==> config.mk <==
export PLATFORM = sky130hd
export DESIGN_NAME = json_token_lexer
export DESIGN_NICKNAME = d
export VERILOG_FILES = /design/src/rtl/jtl_pkg.sv /design/src/rtl/jtl_scan.sv /design/src/rtl/jtl_out_fifo.sv /design/src/rtl/json_token_lexer.sv
export SDC_FILE = /design/constraint.sdc
export NUM_CORES = 1
export LEC_CHECK = 0
export ABC_AREA = 1
export BUFFER_PORTS_ARGS = -buffer_cell sky130_fd_sc_hd__buf_2
export CAP_MARGIN = 20
export CORE_MARGIN = 2
export CORE_UTILIZATION = 26
export CTS_BUF_LIST = sky130_fd_sc_hd__clkbuf_2
export CTS_CLUSTER_SIZE = 16
export DETAILED_ROUTE_END_ITERATION = 8
export GPL_TIMING_DRIVEN = 0
export REMOVE_ABC_BUFFERS = 1
export SLEW_MARGIN = 25
export SYNTH_ARGS = -nofsm -noshare
export SYNTH_HDL_FRONTEND = slang
export SYNTH_SLANG_ARGS = --single-unit
==> constraint.sdc <==
create_clock -name clk -period 3.97 [get_ports clk]
set_input_delay 1.191 -clock clk [delete_from_list [all_inputs] [get_ports clk]]
set_output_delay 1.191 -clock clk [all_outputs]
set_load 0.05 [all_outputs]
==> src/rtl/jtl_pkg.sv <==
// Shared types and constants of the JSON token lexer.
package jtl_pkg;

	// Input word: one character or an end-of-input mark
	typedef struct packed {
		logic       kind;
		logic [7:0] byte_req;
	} lex_in_t;

	// Output word: one token
	typedef struct packed {
		logic [3:0]  token_kind;
		logic [15:0] line_number;
		logic [6:0]  token_length;
		logic        last;
	} token_t;

	// Tokens handed from the scanner to the output queue in one cycle
	typedef struct packed {
		logic   push0;
		logic   push1;
		token_t tok0;
		token_t tok1;
	} scan_push_t;

	localparam int LINE_OUT_W = 16;
	localparam int TLEN_OUT_W = 7;

	// Input kinds
	localparam logic KIND_DATA = 1'b0;
	localparam logic KIND_END  = 1'b1;

	// Token kinds
	localparam logic [3:0] TK_LBRACK = 4'd0;
	localparam logic [3:0] TK_RBRACK = 4'd1;
	localparam logic [3:0] TK_LBRACE = 4'd2;
	localparam logic [3:0] TK_RBRACE = 4'd3;
	localparam logic [3:0] TK_COMMA  = 4'd4;
	localparam logic [3:0] TK_COLON  = 4'd5;
	localparam logic [3:0] TK_STRING = 4'd6;
	localparam logic [3:0] TK_NUMBER = 4'd7;
	localparam logic [3:0] TK_TRUE   = 4'd8;
	localparam logic [3:0] TK_FALSE  = 4'd9;
	localparam logic [3:0] TK_NULL   = 4'd10;
	localparam logic [3:0] TK_END    = 4'd11;
	localparam logic [3:0] TK_ERROR  = 4'd12;

	// Characters
	localparam logic [7:0] CH_LBRACK = "[";
	localparam logic [7:0] CH_RBRACK = "]";
	localparam logic [7:0] CH_LBRACE = "{";
	localparam logic [7:0] CH_RBRACE = "}";
	localparam logic [7:0] CH_COMMA  = ",";
	localparam logic [7:0] CH_COLON  = ":";
	localparam logic [7:0] CH_QUOTE  = 8'h22;
	localparam logic [7:0] CH_NL     = 8'h0a;
	localparam logic [7:0] CH_DOT    = ".";
	localparam logic [7:0] CH_PLUS   = "+";
	localparam logic [7:0] CH_MINUS  = "-";
	localparam logic [7:0] CH_LC_E   = "e";
	localparam logic [7:0] CH_UC_E   = "E";

	// Keyword spellings, padded with zeros
	localparam int KW_NUM = 6;
	localparam logic [7:0] KW_TEXT [KW_NUM][8] = '{
		'{"t", "r", "u", "e", 8'h00, 8'h00, 8'h00, 8'h00},
		'{"T", "R", "U", "E", 8'h00, 8'h00, 8'h00, 8'h00},
		'{"f", "a", "l", "s", "e",   8'h00, 8'h00, 8'h00},
		'{"F", "A", "L", "S", "E",   8'h00, 8'h00, 8'h00},
		'{"n", "u", "l", "l", 8'h00, 8'h00, 8'h00, 8'h00},
		'{"N", "U", "L", "L", 8'h00, 8'h00, 8'h00, 8'h00}
	};
	localparam logic [2:0] KW_LEN [KW_NUM] = '{3'd4, 3'd4, 3'd5, 3'd5, 3'd4, 3'd4};
	localparam logic [3:0] KW_TOKEN [KW_NUM] =
		'{TK_TRUE, TK_TRUE, TK_FALSE, TK_FALSE, TK_NULL, TK_NULL};

	// Output queue
	localparam int FIFO_DEPTH = 4;
	localparam int FIFO_PTR_W = $clog2(FIFO_DEPTH);
	localparam int FIFO_CNT_W = $clog2(FIFO_DEPTH + 1);

endpackage

==> src/rtl/jtl_scan.sv <==
// Lexer state and per-character scan logic.
module jtl_scan import jtl_pkg::*; #(
	parameter int MAX_TOKEN_LEN = 64,
	parameter int LINE_BITS     = 16
) (
	input  logic       clk,
	input  logic       arst_n,
	input  logic       step,
	input  lex_in_t    word,
	output scan_push_t push
);

	localparam int LEN_W = $clog2(MAX_TOKEN_LEN + 1);

	typedef enum logic [3:0] {
		M_IDLE, M_STR, M_WORD, M_INT, M_DOT, M_FRAC, M_E, M_SIGN, M_EXP, M_HALT
	} mode_t;

	mode_t                mode_q, mode_d;
	logic [KW_NUM-1:0]    cand_q, cand_d;
	logic [LEN_W-1:0]     len_q, len_d;
	logic [LINE_BITS-1:0] line_q, line_d;

	logic             fin_v, lex_idle, end_tok, err_tok, str_v, id_v, kw_v, sec_v;
	logic [3:0]       fin_kind, id_kind, kw_kind, sec_kind;
	logic [LEN_W-1:0] fin_len, str_len, sec_len;
	logic [7:0]       c;
	logic             is_dig, is_let, is_e, is_sign;
	token_t           fin_tok, sec_tok;

	function automatic logic [LEN_W-1:0] bump(input logic [LEN_W-1:0] l,
			input logic [1:0] amt);
		logic [LEN_W:0] s;
		s = {1'b0, l} + (LEN_W+1)'(amt);
		if (s > (LEN_W+1)'(MAX_TOKEN_LEN))
			s = (LEN_W+1)'(MAX_TOKEN_LEN);
		return s[LEN_W-1:0];
	endfunction

	// drop spellings that cannot match character ch at position pos
	function automatic logic [KW_NUM-1:0] kw_filter(input logic [KW_NUM-1:0] cand,
			input logic [LEN_W-1:0] pos, input logic [7:0] ch);
		logic [KW_NUM-1:0] r;
		r = cand;
		for (int k = 0; k < KW_NUM; k++) begin
			if (pos >= LEN_W'(KW_LEN[k]) || KW_TEXT[k][pos[2:0]] != ch)
				r[k] = 1'b0;
		end
		return r;
	endfunction

	assign c       = word.byte_req;
	assign is_dig  = (c >= "0") && (c <= "9");
	assign is_let  = ((c >= "a") && (c <= "z")) || ((c >= "A") && (c <= "Z"));
	assign is_e    = (c == CH_LC_E) || (c == CH_UC_E);
	assign is_sign = (c == CH_PLUS) || (c == CH_MINUS);
	assign str_len = bump(len_q, 2'd1);

	// keyword that a finished word spells, first spelling wins
	always_comb begin
		kw_v    = 1'b0;
		kw_kind = TK_TRUE;
		for (int k = 0; k < KW_NUM; k++) begin
			if (!kw_v && cand_q[k] && len_q == LEN_W'(KW_LEN[k])) begin
				kw_v    = 1'b1;
				kw_kind = KW_TOKEN[k];
			end
		end
	end

	always_comb begin
		mode_d   = mode_q;
		cand_d   = cand_q;
		len_d    = len_q;
		line_d   = line_q;
		fin_v    = 1'b0;
		fin_kind = TK_NUMBER;
		fin_len  = len_q;
		lex_idle = 1'b0;
		end_tok  = 1'b0;
		err_tok  = 1'b0;
		str_v    = 1'b0;
		id_v     = 1'b0;
		id_kind  = TK_LBRACK;
		if (step && mode_q != M_HALT) begin
			if (word.kind == KIND_END) begin
				unique case (mode_q) inside
					M_WORD: begin
						fin_v    = kw_v;
						fin_kind = kw_kind;
					end
					M_INT, M_FRAC, M_EXP: fin_v = 1'b1;
					M_IDLE: ;
					default: err_tok = 1'b1;
				endcase
				if (!err_tok) begin
					end_tok = 1'b1;
					mode_d  = M_IDLE;
					cand_d  = '0;
					len_d   = '0;
					line_d  = LINE_BITS'(1);
				end
			end else begin
				unique case (mode_q) inside
					M_STR: begin
						len_d = str_len;
						if (c == CH_QUOTE) begin
							str_v  = 1'b1;
							mode_d = M_IDLE;
							len_d  = '0;
						end
					end
					M_WORD: begin
						if (is_let || is_dig) begin
							cand_d = kw_filter(cand_q, len_q, c);
							len_d  = bump(len_q, 2'd1);
						end else begin
							fin_v    = kw_v;
							fin_kind = kw_kind;
							cand_d   = '0;
							lex_idle = 1'b1;
						end
					end
					M_INT, M_FRAC: begin
						if (is_dig)
							len_d = bump(len_q, 2'd1);
						else if (c == CH_DOT && mode_q == M_INT)
							mode_d = M_DOT;
						else if (is_e) begin
							len_d  = bump(len_q, 2'd1);
							mode_d = M_E;
						end else begin
							fin_v    = 1'b1;
							lex_idle = 1'b1;
						end
					end
					M_DOT: begin
						if (is_dig) begin
							len_d  = bump(len_q, 2'd2);
							mode_d = M_FRAC;
						end else if (c == CH_DOT) begin
							fin_v    = 1'b1;
							lex_idle = 1'b1;
						end else
							err_tok = 1'b1;
					end
					M_E: begin
						if (is_sign) begin
							len_d  = bump(len_q, 2'd1);
							mode_d = M_SIGN;
						end else if (is_dig) begin
							len_d  = bump(len_q, 2'd1);
							mode_d = M_EXP;
						end else
							err_tok = 1'b1;
					end
					M_SIGN: begin
						if (is_dig) begin
							len_d  = bump(len_q, 2'd1);
							mode_d = M_EXP;
						end else
							err_tok = 1'b1;
					end
					M_EXP: begin
						if (is_dig)
							len_d = bump(len_q, 2'd1);
						else begin
							fin_v    = 1'b1;
							lex_idle = 1'b1;
						end
					end
					default: lex_idle = 1'b1;
				endcase
			end
			// between tokens: punctuation, newline, or start of a lexeme
			if (lex_idle) begin
				mode_d = M_IDLE;
				len_d  = '0;
				if (c == CH_NL) begin
					if (line_q != '1)
						line_d = line_q + 1'b1;
				end else if (c == CH_LBRACK) begin
					id_v = 1'b1; id_kind = TK_LBRACK;
				end else if (c == CH_RBRACK) begin
					id_v = 1'b1; id_kind = TK_RBRACK;
				end else if (c == CH_LBRACE) begin
					id_v = 1'b1; id_kind = TK_LBRACE;
				end else if (c == CH_RBRACE) begin
					id_v = 1'b1; id_kind = TK_RBRACE;
				end else if (c == CH_COMMA) begin
					id_v = 1'b1; id_kind = TK_COMMA;
				end else if (c == CH_COLON) begin
					id_v = 1'b1; id_kind = TK_COLON;
				end else if (c == CH_QUOTE) begin
					mode_d = M_STR;
					len_d  = LEN_W'(1);
				end else if (is_let) begin
					mode_d = M_WORD;
					cand_d = kw_filter('1, '0, c);
					len_d  = LEN_W'(1);
				end else if (is_dig) begin
					mode_d = M_INT;
					len_d  = LEN_W'(1);
				end
			end
			if (err_tok) begin
				mode_d = M_HALT;
				cand_d = '0;
				len_d  = '0;
			end
		end
	end

	// second token of the step: punctuation, string, end or error
	always_comb begin
		sec_v = (lex_idle && id_v) || str_v || end_tok || err_tok;
		if (err_tok) begin
			sec_kind = TK_ERROR;
			sec_len  = '0;
		end else if (end_tok) begin
			sec_kind = TK_END;
			sec_len  = '0;
		end else if (str_v) begin
			sec_kind = TK_STRING;
			sec_len  = str_len;
		end else begin
			sec_kind = id_kind;
			sec_len  = LEN_W'(1);
		end
		fin_tok.token_kind   = fin_kind;
		fin_tok.line_number  = LINE_OUT_W'(line_q);
		fin_tok.token_length = TLEN_OUT_W'(fin_len);
		fin_tok.last         = !sec_v;
		sec_tok.token_kind   = sec_kind;
		sec_tok.line_number  = LINE_OUT_W'(line_q);
		sec_tok.token_length = TLEN_OUT_W'(sec_len);
		sec_tok.last         = 1'b1;
		push.push0 = fin_v || sec_v;
		push.push1 = fin_v && sec_v;
		push.tok0  = fin_v ? fin_tok : sec_tok;
		push.tok1  = sec_tok;
	end

	always_ff @(posedge clk or negedge arst_n) begin
		if (!arst_n) begin
			mode_q <= M_IDLE;
			cand_q <= '0;
			len_q  <= '0;
			line_q <= LINE_BITS'(1);
		end else begin
			mode_q <= mode_d;
			cand_q <= cand_d;
			len_q  <= len_d;
			line_q <= line_d;
		end
	end

endmodule

==> src/rtl/jtl_out_fifo.sv <==
// Output token queue: takes up to two tokens a cycle, gives one while tok_stall is low.
module jtl_out_fifo import jtl_pkg::*; (
	input  logic       clk,
	input  logic       arst_n,
	input  scan_push_t push,
	output logic       room,
	output logic       tok_valid,
	input  logic       tok_stall,
	output token_t     tok_word
);

	token_t                mem_q [FIFO_DEPTH];
	logic [FIFO_PTR_W-1:0] wr_ptr_q, rd_ptr_q;
	logic [FIFO_CNT_W-1:0] count_q;
	logic                  pop;
	logic [FIFO_PTR_W-1:0] wr_ptr_p1;

	assign tok_valid = (count_q != '0);
	assign tok_word  = mem_q[rd_ptr_q];
	assign pop       = tok_valid && !tok_stall;
	// space for two more even if nothing leaves
	assign room      = (count_q <= FIFO_CNT_W'(FIFO_DEPTH - 2));
	assign wr_ptr_p1 = wr_ptr_q + 1'b1;

	always_ff @(posedge clk) begin
		if (push.push0)
			mem_q[wr_ptr_q] <= push.tok0;
		if (push.push1)
			mem_q[wr_ptr_p1] <= push.tok1;
	end

	always_ff @(posedge clk or negedge arst_n) begin
		if (!arst_n) begin
			wr_ptr_q <= '0;
			rd_ptr_q <= '0;
			count_q  <= '0;
		end else begin
			wr_ptr_q <= wr_ptr_q + FIFO_PTR_W'(push.push0) + FIFO_PTR_W'(push.push1);
			if (pop)
				rd_ptr_q <= rd_ptr_q + 1'b1;
			count_q <= count_q + FIFO_CNT_W'(push.push0) + FIFO_CNT_W'(push.push1)
				- FIFO_CNT_W'(pop);
		end
	end

endmodule

==> src/rtl/json_token_lexer.sv <==
// Streaming JSON lexer: one character word in, token words out.
//
// Input channel (char_valid / char_stall / char_word): one ASCII character or an
// end-of-input mark per word. Output channel (tok_valid / tok_stall / tok_word):
// one token per word with its kind, line, saturated length and a last flag on
// the final token that an input word caused.
// A taken word waits in the input register until the queue has room; then it is
// lexed and its tokens are written into the output queue, which offers them on
// tok_word from its registers.
// Throughput: one character per cycle while char_stall is low. A character
// that closes a number or word and is itself a token yields two tokens, which
// leave one per cycle while tok_stall is low and hold still while it is high.
// Tokens wait in a four-deep queue; the input register only moves on while the
// queue has room for two; a stalled receiver fills it, then char_stall rises.
// After a syntax error an error token goes out and all later input is taken
// and dropped until reset. End of input flushes a pending token, sends an end
// token and returns to the start state with the line count back at one.
// Reset (arst_n low) empties the queue and the input register and puts the
// scanner between tokens on line one; no warm-up cycles are needed.
module json_token_lexer import jtl_pkg::*; #(
	parameter int MAX_TOKEN_LEN = 64,
	parameter int LINE_BITS     = 16
) (
	input  logic    clk,
	input  logic    arst_n,
	input  logic    char_valid,
	output logic    char_stall,
	input  lex_in_t char_word,
	output logic    tok_valid,
	input  logic    tok_stall,
	output token_t  tok_word
);

	lex_in_t    word_s1;
	logic       valid_s1;
	logic       room;
	logic       step;
	scan_push_t push;

	// the held word is lexed once the queue can absorb two tokens
	assign step       = valid_s1 && room;
	assign char_stall = valid_s1 && !room;

	always_ff @(posedge clk or negedge arst_n) begin
		if (!arst_n)
			valid_s1 <= 1'b0;
		else if (!char_stall)
			valid_s1 <= char_valid;
	end

	always_ff @(posedge clk) begin
		if (char_valid && !char_stall)
			word_s1 <= char_word;
	end

	jtl_scan #(
		.MAX_TOKEN_LEN (MAX_TOKEN_LEN),
		.LINE_BITS     (LINE_BITS)
	) u_scan (
		.clk    (clk),
		.arst_n (arst_n),
		.step   (step),
		.word   (word_s1),
		.push   (push)
	);

	jtl_out_fifo u_out_fifo (
		.clk       (clk),
		.arst_n    (arst_n),
		.push      (push),
		.room      (room),
		.tok_valid (tok_valid),
		.tok_stall (tok_stall),
		.tok_word  (tok_word)
	);

endmodule

==> summary.txt, run 1 <==
Status
  – Status: finished, final reports clean

Floorplanning
  – Die X: 201 um
  – FP Rows: a little over 70
  – DIE AREA: between 0.04 and 0.05 sq mm
  – Die H: about 200 um
  – Core Region: between 0.03 and 0.04 sq mm
  – Boundary pin count: 43
  – Starting Density: 0.262

Finish
  – Final net count: ~1.3k
  – Ratio of cells with drive above 1 in the final layout: 0.149
  – Filler instances: just over 4k
  – Fin util: 0.290
  – Syn-to-layout area delta: 10.8%

STA
  – Setup WS post-layout: ~130 ps
  – Worst Tran Pin Value: about 850 ps
  – Final hold viol count: 0
  – Fin crit share: 0.968
  – Final min period: 3840 ps
  – RSZ-0062 raised after global routing: yes
  – F_max: 0.260 GHz
  – Clk_skew: a little over 50 ps
  – Slew headroom: 0.428
  – Final setup viols: 0
  – Max Slew Vio Count: 0

Worst hold path
  – Worst min path class: input pin to async pin

Logic synthesis
  – Top-area cell type share of the netlist area: 0.349
  – EDFF count, synth: about 120
  – Distinct cells, synth: between 50 and 60
  – Sequential share of the synthesized area: 0.460
  – Main synth FF type: edfxtp_1
  – Cell with the most instances after synthesis: nand2_1
  – Synth Area in XOR/XNOR: 0.0192
  – Largest family of logic cells by synthesized area: simple AND/OR/NAND/NOR gates
  – YS warnings: 0
  – Gate Count Post-Synth: roughly 1.2k
  – Synth cell count leaders: nand2_1, nor2_1, o21ai_0, edfxtp_1, inv_1
  – Post-Synth Simple-Gate Area: 0.262
  – Synth Area in Compound Gates: 0.154
  – Synth area leaders: edfxtp_1, dfrtp_1, nand2_1
  – Synth area leader: edfxtp_1
  – Flops & latches, synth: between 150 and 200
  – Post-synthesis instance area: a little over 0.01 sq mm
  – Post-synthesis mux area share: 0
  – Synth Area in Adders: 0.0222
  – Syn avg cell area: approximately 8.2 sq um
  – Post-synthesis async set-or-reset flop share: 0.253

Detailed routing
  – Antenna Violating Nets Remaining: 0
  – Via count: approximately 9k
  – Vias per Instance: around 4.9
  – DR WL/cell: approximately 16 um
  – TritonRoute pass-1 iters: 6
  – DR DRC count: 0
  – DRT iter0 DRCs: 874
  – Post-Route WL: around 29000 um

Setup path
  – Largest stage delay, worst path: around 660 ps
  – WS Path Type: flop to flop
  – CP Launch Type: flop
  – Critical Path AT: 4530 ps
  – Reg-to-reg setup timing slack: 130 ps
  – Kind of cell adding the most delay to the critical path: simple AND/OR/NAND/NOR gates
  – CP bufs+invs: 2
  – CP endpoint kind: flop
  – CP Max Fanout: 20
  – Slowest CP cell: edfxtp_1
  – Crit-path cells: inv_1 > nor2_1 > nand3_4 > nor4_4 > nor2_4 > nand2_4 > nand2_2 > ha_1 > inv_1 > fa_1 > fa_1 > xnor2_1
  – Critical Path RT: 4650 ps

Global routing
  – First-pass GRT wire length: 45300 um
  – Initial antenna violation count: 1
  – GR Overflow Total: 0
  – Pin count of the biggest net entering global routing: 42
  – Vias in the first global route: slightly above 8k
  – Gr usage total: 0.140

Place
  – Post-DP HPWL: about 19000 um
  – Place WS: -532 ps
  – GPL Wtd Cong: between 0.9 and 1
  – Port bufs: 42

Clock network
  – # H-tree levels: 4
  – Clk Latency, worst-skew pair: between 800 and 900 ps
  – Root Buffer: clkbuf_2
  – Max Root-Sink Buffers: 2
  – CTS Buf Count: 17
  – Cts hold-fix bufs: 0
  – Total clock sinks: approximately 160
  – CTS clk-pin slew, worst paths: a little under 300 ps
  – TritonCTS clock tree: yes

Power and ir drop
  – Power per cell area: roughly 700 mW/mm^2
  – Pwr Total: a little under 8 mW
  – VDD IR max: between 0.2 and 0.3 mV
  – Leak: around 4.3 nW

Run
  – Max_cap viols: 0
## where the power goes
| group | internal (mW) | switching [mW] | total, mW |
|---|---|---|---|
| clock network | 0.429 | 0.671 | 1.10 |
| registers | 2.28 | 0.324 | 2.60 |
| logic | 1.03 | 3.20 | 4.23 |
| total | 3.73 | 4.20 | 7.93 |
## layout by cell type (no fill, tap or decap), types with 6 or more instances in the layout
cell type,n
ha_1,13
inv_1,97
nand4_1,36
nor3_1,13
edfxtp_1,117
inv_2,13
o21ai_0,131
a21oi_1,64
xor2_1,18
dfrtp_1,36
o22ai_1,31
buf_4,19
nand2_1,234
nand2_2,12
nand3_1,93
a31oi_1,6
nand2_4,11
clkbuf_2,18
nor2_1,151
a21oi_2,17
nor2_2,8
buf_2,41
## per-layer routing
layer  vias to the layer above  part of all wire  wire length [um]  global-route usage
li1                       4263                 -                 -                   -
met5                         -                 0                 0                   0
met4                         0             0.015               428              0.0365
met3                        32             0.055              1570              0.0226
met1                      4168              0.47             13300               0.195
met2                       294              0.46             13200               0.227
## timing repair
| item | in CTS | in global routing |
|---|---|---|
| gates cloned | 1 | 0 |
| setup endpoints to repair | 142 | 117 |
| pin swaps | 0 | 0 |
| gates resized for setup | 20 | 11 |
| buffers inserted | 3 | 15 |
## registers in the layout, summed over array words and instances, names as in the netlist
name,flops
u_out_fifo.mem_q,112
u_scan.line_q,16
word_s1,9
u_scan.fin_len,7
u_scan.cand_q,6
u_scan.mode_q,4
u_out_fifo.count_q,3
u_out_fifo.rd_ptr_q,2
u_out_fifo.wr_ptr_q,2
valid_s1,1
## cell families (layout without fill, tap and decap cells)
family | Yosys count | count (layout)
flip-flops | 162 | 162
buffers and inverters | 177 | 213
AND/OR/NAND/NOR | 580 | 580
other | 0 | 1
AO/OA/AOI/OAI | 272 | 272
adder cells (fa/ha/maj) | 16 | 16
XOR/XNOR | 22 | 22
## metrics by stage
| stage | cells | instance area, sq um | hold WS, ps | TNS [ps] |
|---|---|---|---|---|
| global placement | 1730 | 10500 | 437 | -132200 |
| floorplan | 1170 | 9680 | 424 | 0 |
| finish | 1784 | 11100 | 340 | 0 |
| CTS | 1768 | 11000 | 478 | -381 |
| detailed placement | 1732 | 10600 | 446 | -34120 |
| global route | 1784 | 11100 | 323 | -1060 |
## area by class of cell
type / instances / area, sq um / area share
Inverter: 118 / 487 / 0.0437
Multi-Input combinational cell: 890 / 4680 / 0.420
Antenna cell: 1 / 2.50 / 0.000225
Sequential cell: 162 / 4630 / 0.416
Clock inverter: 14 / 204 / 0.0183
Clock buffer: 18 / 90.1 / 0.00809
Timing Repair inverter: 1 / 7.51 / 0.000674
Timing Repair Buffer: 62 / 395 / 0.0355
Tap cell: 518 / 648 / 0.0582
## worst paths after layout
| path | from | endpoint | depth (start not counted) |
|---|---|---|---|
| setup / recovery | word_s1[1]$_DFFE_PP_ | u_out_fifo.count_q[2]$_DFF_PN0_ | 12 |
| hold / removal | arst_n | u_scan.cand_q[5]$_DFFE_PN0P_ | 1 |
| setup reg to reg | word_s1[1]$_DFFE_PP_ | u_out_fifo.count_q[2]$_DFF_PN0_ | 12 |
| hold reg to reg | u_out_fifo.mem_q[1][0]$_SDFFE_PP1N_ | u_out_fifo.mem_q[1][0]$_SDFFE_PP1N_ | 2 |
| max in group asynchronous | arst_n | u_out_fifo.rd_ptr_q[1]$_DFFE_PN0P_ | 1 |
| min in group clk | u_out_fifo.mem_q[1][0]$_SDFFE_PP1N_ | u_out_fifo.mem_q[1][0]$_SDFFE_PP1N_ | 2 |
Power figures use the tool's default switching activity.
==> run 2, diff against run 1 <==
SYNTH_HIERARCHICAL = 1   (was default)
==> summary.txt, run 2 <==
Setup path
  – CP Launch Point: u_scan/mode_q[3]$_DFFE_PN0P_
  – Critical Path RT: between 4000 and 5000 ps
  – Crit Reg-Reg Startpoint: u_scan/mode_q[3]$_DFFE_PN0P_
  – Critical Path AT: approximately 4600 ps
  – CP Max Fanout: 20
  – CP endpoint kind: flop
  – CP Launch Type: flop
  – WS Path Type: flop to flop

Finish
  – Syn-to-layout area delta: 11.2%
  – Final net count: between 1.5k and 2k
  – Reg with most FFs: u_out_fifo/mem_q
  – Most frequent cells in the layout: nand2_1, o21ai_0, nor2_1
  – Largest regs: u_out_fifo/mem_q x112, u_scan/line_q x16, word_s1 x9
  – Fin util: 0.292
  – Ratio of cells with drive above 1 in the final layout: 0.157
  – Flip-flop count of the largest register after layout: about 110
  – Most common cell after layout, fill and taps aside: nand2_1

STA
  – Final setup viols: 0
  – Max Slew Vio Count: 0
  – Final min period: around 3800 ps
  – Slew headroom: 0.418
  – Post-route setup TNS: 0 ps
  – Setup WS post-layout: 191 ps
  – Final hold viol count: 0
  – RSZ-0062 raised after global routing: no
  – Fin crit share: 0.952
  – Clk_skew: 55.7 ps
  – Worst Tran Pin Value: between 800 and 900 ps
  – F_max: 0.265 GHz
  – Hold_ws: ~310 ps

Power and ir drop
  – Leak: around 5.2 nW
  – Pwr Total: between 8 and 9 mW
  – VDD IR max: around 0.27 mV
  – Power per cell area: about 660 mW/mm^2

Clock network
  – CTS clk-pin slew, worst paths: 290 ps
  – # H-tree levels: 4
  – Clk Latency, worst-skew pair: ~840 ps
  – Total clock sinks: between 150 and 200
  – CTS Buf Count: 17
  – TritonCTS clock tree: yes
  – Max Root-Sink Buffers: 2
  – Root Buffer: clkbuf_2
  – Cts hold-fix bufs: 0

Logic synthesis
  – EDFF count, synth: about 120
  – Main synth FF type: edfxtp_1
  – Synth cell count leaders: nand2_1, o21ai_0, nor2_1, inv_1, edfxtp_1
  – Syn avg cell area: roughly 7.5 sq um
  – Distinct cells, synth: between 50 and 60
  – YS warnings: 6
  – Gate Count Post-Synth: 1506
  – Synth area leader: edfxtp_1
  – Flops & latches, synth: approximately 160
  – Synth area leaders: edfxtp_1, nand2_1, dfrtp_1
  – Sequential share of the synthesized area: 0.413
  – Post-synthesis async set-or-reset flop share: 0.253
  – Cell with the most instances after synthesis: nand2_1
  – Top-area cell type share of the netlist area: 0.322
  – Post-synthesis instance area: 0.0113 sq mm

Global routing
  – Gr usage total: 0.152
  – Vias in the first global route: ~9.5k
  – First-pass GRT wire length: 53000 um
  – Pin count of the biggest net entering global routing: 44
  – Initial antenna violation count: 1
  – GR Overflow Total: 0

Floorplanning
  – Die X: between 200 and 250 um
  – FP Rows: 76
  – Boundary pin count: between 40 and 50
  – Core Region: about 0.043 sq mm
  – DIE AREA: 0.0451 sq mm
  – Starting Density: 0.263
  – Die H: between 200 and 250 um

Detailed routing
  – DR DRC count: 0
  – Post-Route WL: around 34000 um
  – DR WL/cell: between 15 and 20 um
  – Via count: roughly 10k
  – DRT iter0 DRCs: 1000
  – Vias per Instance: 4.75
  – TritonRoute pass-1 iters: 8
  – Antenna Violating Nets Remaining: 0

Run
  – Max_cap viols: 0

Place
  – Post-DP HPWL: 20600 um
  – Port bufs: 42
  – Place WS: -1300 ps
  – GPL Wtd Cong: 0.861

Status
  – Status: finished, final reports clean

Worst hold path
  – Worst min path class: input pin to async pin
==> run 2: changes by cell type in the layout (fill, tap and decap cells not counted), sizes merged, moves of 13 or more <==
| cell | before | now |
|---|---|---|
| a21oi | 81 | 20 |
| buf | 62 | 75 |
| inv | 117 | 165 |
| nand2 | 257 | 495 |
| nand4 | 36 | 22 |
| o21ai | 136 | 234 |
| o22ai | 32 | 6 |
==> run 2: per-stage QoR <==
| stage | cells | cell area, sq um |
|---|---|---|
| after global routing | 2126 | 12600 |
| final | 2126 | 12600 |
| after global placement | 2050 | 11600 |
| after detailed placement | 2057 | 11800 |
| after CTS | 2115 | 12400 |
| after floorplan | 1423 | 10700 |
==> run 2: final cells by class <==
cell class	instances	area (sq um)
timing repair buffer	75	593
antenna	2	5.00
tap	585	732
multi-input combinational	1109	5690
inverter	161	634
sequential	162	4670
fill	4647	30400
clock inverter	15	149
clock buffer	17	85.1
==> run 2: metal layers <==
metal	up-vias	wire, um	global-route usage
met4	0	751	0.0482
met1	4745	15000	0.200
li1	4967	-	-
met5	-	0	0
met2	345	15900	0.251
met3	50	2100	0.0300
==> run 2: logic make-up (layout without fill, tap and decap cells) <==
logic type	Yosys count	in the layout	share of synthesized area
XOR/XNOR	26	26	0.0202
AND/OR/NAND/NOR	783	791	0.298
AO/OA/AOI/OAI	271	272	0.139
multiplexers	3	3	0.00266
adder cells (fa/ha/maj)	16	16	0.0197
flip-flops	162	162	0.413
other	1	3	0.000332
buffers and inverters	244	268	0.107
==> run 2: what timing repair did <==
item                       CTS  global route
gates cloned                 9             0
pin swaps                    7             0
setup endpoints to repair  257           117
gates resized for setup     15            15
buffers inserted            17             9
==> run 2: worst paths after layout <==
| check | endpoint | slack, ps | cells after the start |
|---|---|---|---|
| min in group clk | u_scan/cand_q[2]$_DFFE_PN0P_ | 510 | 2 |
| worst min-delay path | u_out_fifo/count_q[0]$_DFF_PN0_ | 310 | 1 |
| max in group asynchronous | u_scan/fin_len[0]$_DFFE_PN0P_ | 3200 | 1 |
| worst min register to register | u_scan/cand_q[2]$_DFFE_PN0P_ | 510 | 2 |
| worst max-delay path | u_out_fifo/count_q[2]$_DFF_PN0_ | 190 | 18 |
| worst max register to register | u_out_fifo/count_q[2]$_DFF_PN0_ | 190 | 18 |
==> run 2: worst max-delay path: stages, from the launching register on <==
cell,delay [ps]
dfrtp_1,520
nand2_1,220
nor2_1,260
inv_1,160
nand2_1,90
inv_1,40
nand2_1,60
nand2_2,80
nand3_4,130
nand2_8,170
inv_8,190
nand4_1,230
nand3_2,220
inv_1,110
ha_1,290
inv_1,40
fa_1,370
fa_1,390
xnor2_1,160
==> run 2: power by group <==
part	internal (mW)	switching, mW	leakage [nW]
sequential	2.30	0.341	1.66
clock	0.252	0.684	0.150
combinational	1.27	3.47	3.36
==> run 3, diff against run 2 <==
CTS_CLUSTER_SIZE = 28   (was 16)
PLACE_DENSITY = 0.38   (was default)
==> summary.txt, run 3 (synthesis results as in run 2) <==
Status
  – Status: finished, final reports clean

Setup path
  – WS Path Type: flop to primary output
  – Critical Path RT: 2780 ps
  – CP endpoint kind: primary output
  – CP Max Fanout: 44
  – CP Launch Type: flop
  – Critical Path AT: 2560 ps

Clock network
  – # H-tree levels: 4
  – TritonCTS clock tree: yes
  – Total clock sinks: around 160
  – Root Buffer: clkbuf_2
  – CTS clk-pin slew, worst paths: 280 ps
  – Clk Latency, worst-skew pair: 880 ps
  – Cts hold-fix bufs: 0
  – Max Root-Sink Buffers: 2
  – CTS Buf Count: 17

STA
  – Post-route setup TNS: 0 ps
  – Clk_skew: ~42 ps
  – Final hold viol count: 0
  – F_max: about 0.27 GHz
  – Final setup viols: 0
  – Fin crit share: 0.945
  – Worst Tran Pin Value: about 810 ps
  – Final min period: between 3000 and 4000 ps
  – Setup WS post-layout: 218 ps
  – Hold_ws: ~310 ps
  – Max Slew Vio Count: 0
  – Slew headroom: 0.459

Finish
  – Reg with most FFs: u_out_fifo/mem_q
  – Syn-to-layout area delta: 10.3%
  – Flip-flop count of the largest register after layout: about 110
  – Design area: 0.0125 sq mm
  – Ratio of cells with drive above 1 in the final layout: 0.156
  – Multi-input gate area in the final layout: 0.00570 sq mm
  – Finished Layout Cells: roughly 2.1k
  – Most frequent cells in the layout: nand2_1, o21ai_0, nor2_1
  – Fin util: 0.290
  – Filler instances: about 4.7k
  – Most common cell after layout, fill and taps aside: nand2_1
  – Storage cell area: approximately 0.0047 sq mm
  – Final net count: 1551
  – Largest regs: u_out_fifo/mem_q x112, u_scan/line_q x16, word_s1 x9

Power and ir drop
  – Leak: about 5.1 nW
  – Pwr Total: between 8 and 9 mW
  – VDD IR max: around 0.30 mV
  – Power per cell area: approximately 660 mW/mm^2

Place
  – Post-DP HPWL: roughly 22000 um
  – Placed inst area: approximately 0.012 sq mm
  – Port bufs: 42
  – Place WS: -1430 ps
  – GPL Wtd Cong: roughly 0.88
  – # placed instances: slightly above 2k

Floorplanning
  – FP Rows: 76
  – Boundary pin count: 43
  – DIE AREA: between 0.04 and 0.05 sq mm
  – Die X: around 210 um
  – Die H: approximately 210 um
  – Core Region: roughly 0.043 sq mm
  – Starting Density: 0.263

Global routing
  – Pin count of the biggest net entering global routing: between 50 and 60
  – Initial antenna violation count: 1
  – Gr usage total: 0.169
  – First-pass GRT wire length: roughly 57000 um
  – Vias in the first global route: 9232
  – GR Overflow Total: 0

Detailed routing
  – Via count: roughly 9.8k
  – TritonRoute pass-1 iters: 5
  – Antenna Violating Nets Remaining: 0
  – DR WL/cell: 17.4 um
  – Vias per Instance: 4.60
  – DR DRC count: 0
  – DRT iter0 DRCs: 690
  – Post-Route WL: about 37000 um

Worst hold path
  – Worst min path class: input pin to async pin

Run
  – Max_cap viols: 0
==> run 3: power breakdown <==
part | total [mW] | switching, mW | internal, mW
clock | 0.863 | 0.689 | 0.174
combinational | 4.74 | 3.50 | 1.24
sequential | 2.66 | 0.357 | 2.30
total | 8.26 | 4.55 | 3.71
==> run 3: final timing paths <==
path	startpoint	end	slack, ps	cells past startpoint
max	u_out_fifo/rd_ptr_q[0]$_DFFE_PN0P_	tok_word[14]	220	5
min	arst_n	u_scan/line_q[15]$_DFFE_PN0P_	310	1
max reg2reg	word_s1[4]$_DFFE_PP_	u_out_fifo/count_q[2]$_DFF_PN0_	290	18
min reg2reg	u_scan/cand_q[3]$_DFFE_PN0P_	u_scan/cand_q[3]$_DFFE_PN0P_	520	2
max in group asynchronous	arst_n	u_out_fifo/rd_ptr_q[0]$_DFFE_PN0P_	3170	1
min in group clk	char_word[8]	word_s1[8]$_DFFE_PP_	470	1
==> run 3: area by class of cell <==
cell class | count | area share
Multi-Input combinational cell | 1110 | 0.458
Sequential cell | 162 | 0.375
Tap cell | 585 | 0.0588
Inverter | 161 | 0.0514
Timing Repair Buffer | 70 | 0.0408
Clock inverter | 14 | 0.00864
Clock buffer | 18 | 0.00724
Antenna cell | 1 | 0.000201
==> run 3: metal layers <==
| layer | up-vias | part of all wire | routed length (um) | global-route usage |
|---|---|---|---|---|
| met1 | 4604 | 0.49 | 18200 | 0.233 |
| met3 | 31 | 0.030 | 1110 | 0.0241 |
| li1 | 4959 | - | - | - |
| met4 | 0 | 0.014 | 535 | 0.0492 |
| met5 | - | 0 | 0 | 0 |
| met2 | 161 | 0.46 | 17100 | 0.273 |
==> run 3: timing repair <==
item / 4_1_cts / 5_1_grt
gates cloned: 10 / 0
setup buffers: 15 / 7
pin swaps: 8 / 1
endpoints found under the setup margin: 257 / 178
resized for setup: 18 / 13
==> run 3: critical path, stage by stage, from the launching register on <==
cell and delay, ps:
dfrtp_4 690, buf_12 240, o21ai_0 260, nand2_1 80, nand2_1 110, buf_2 260
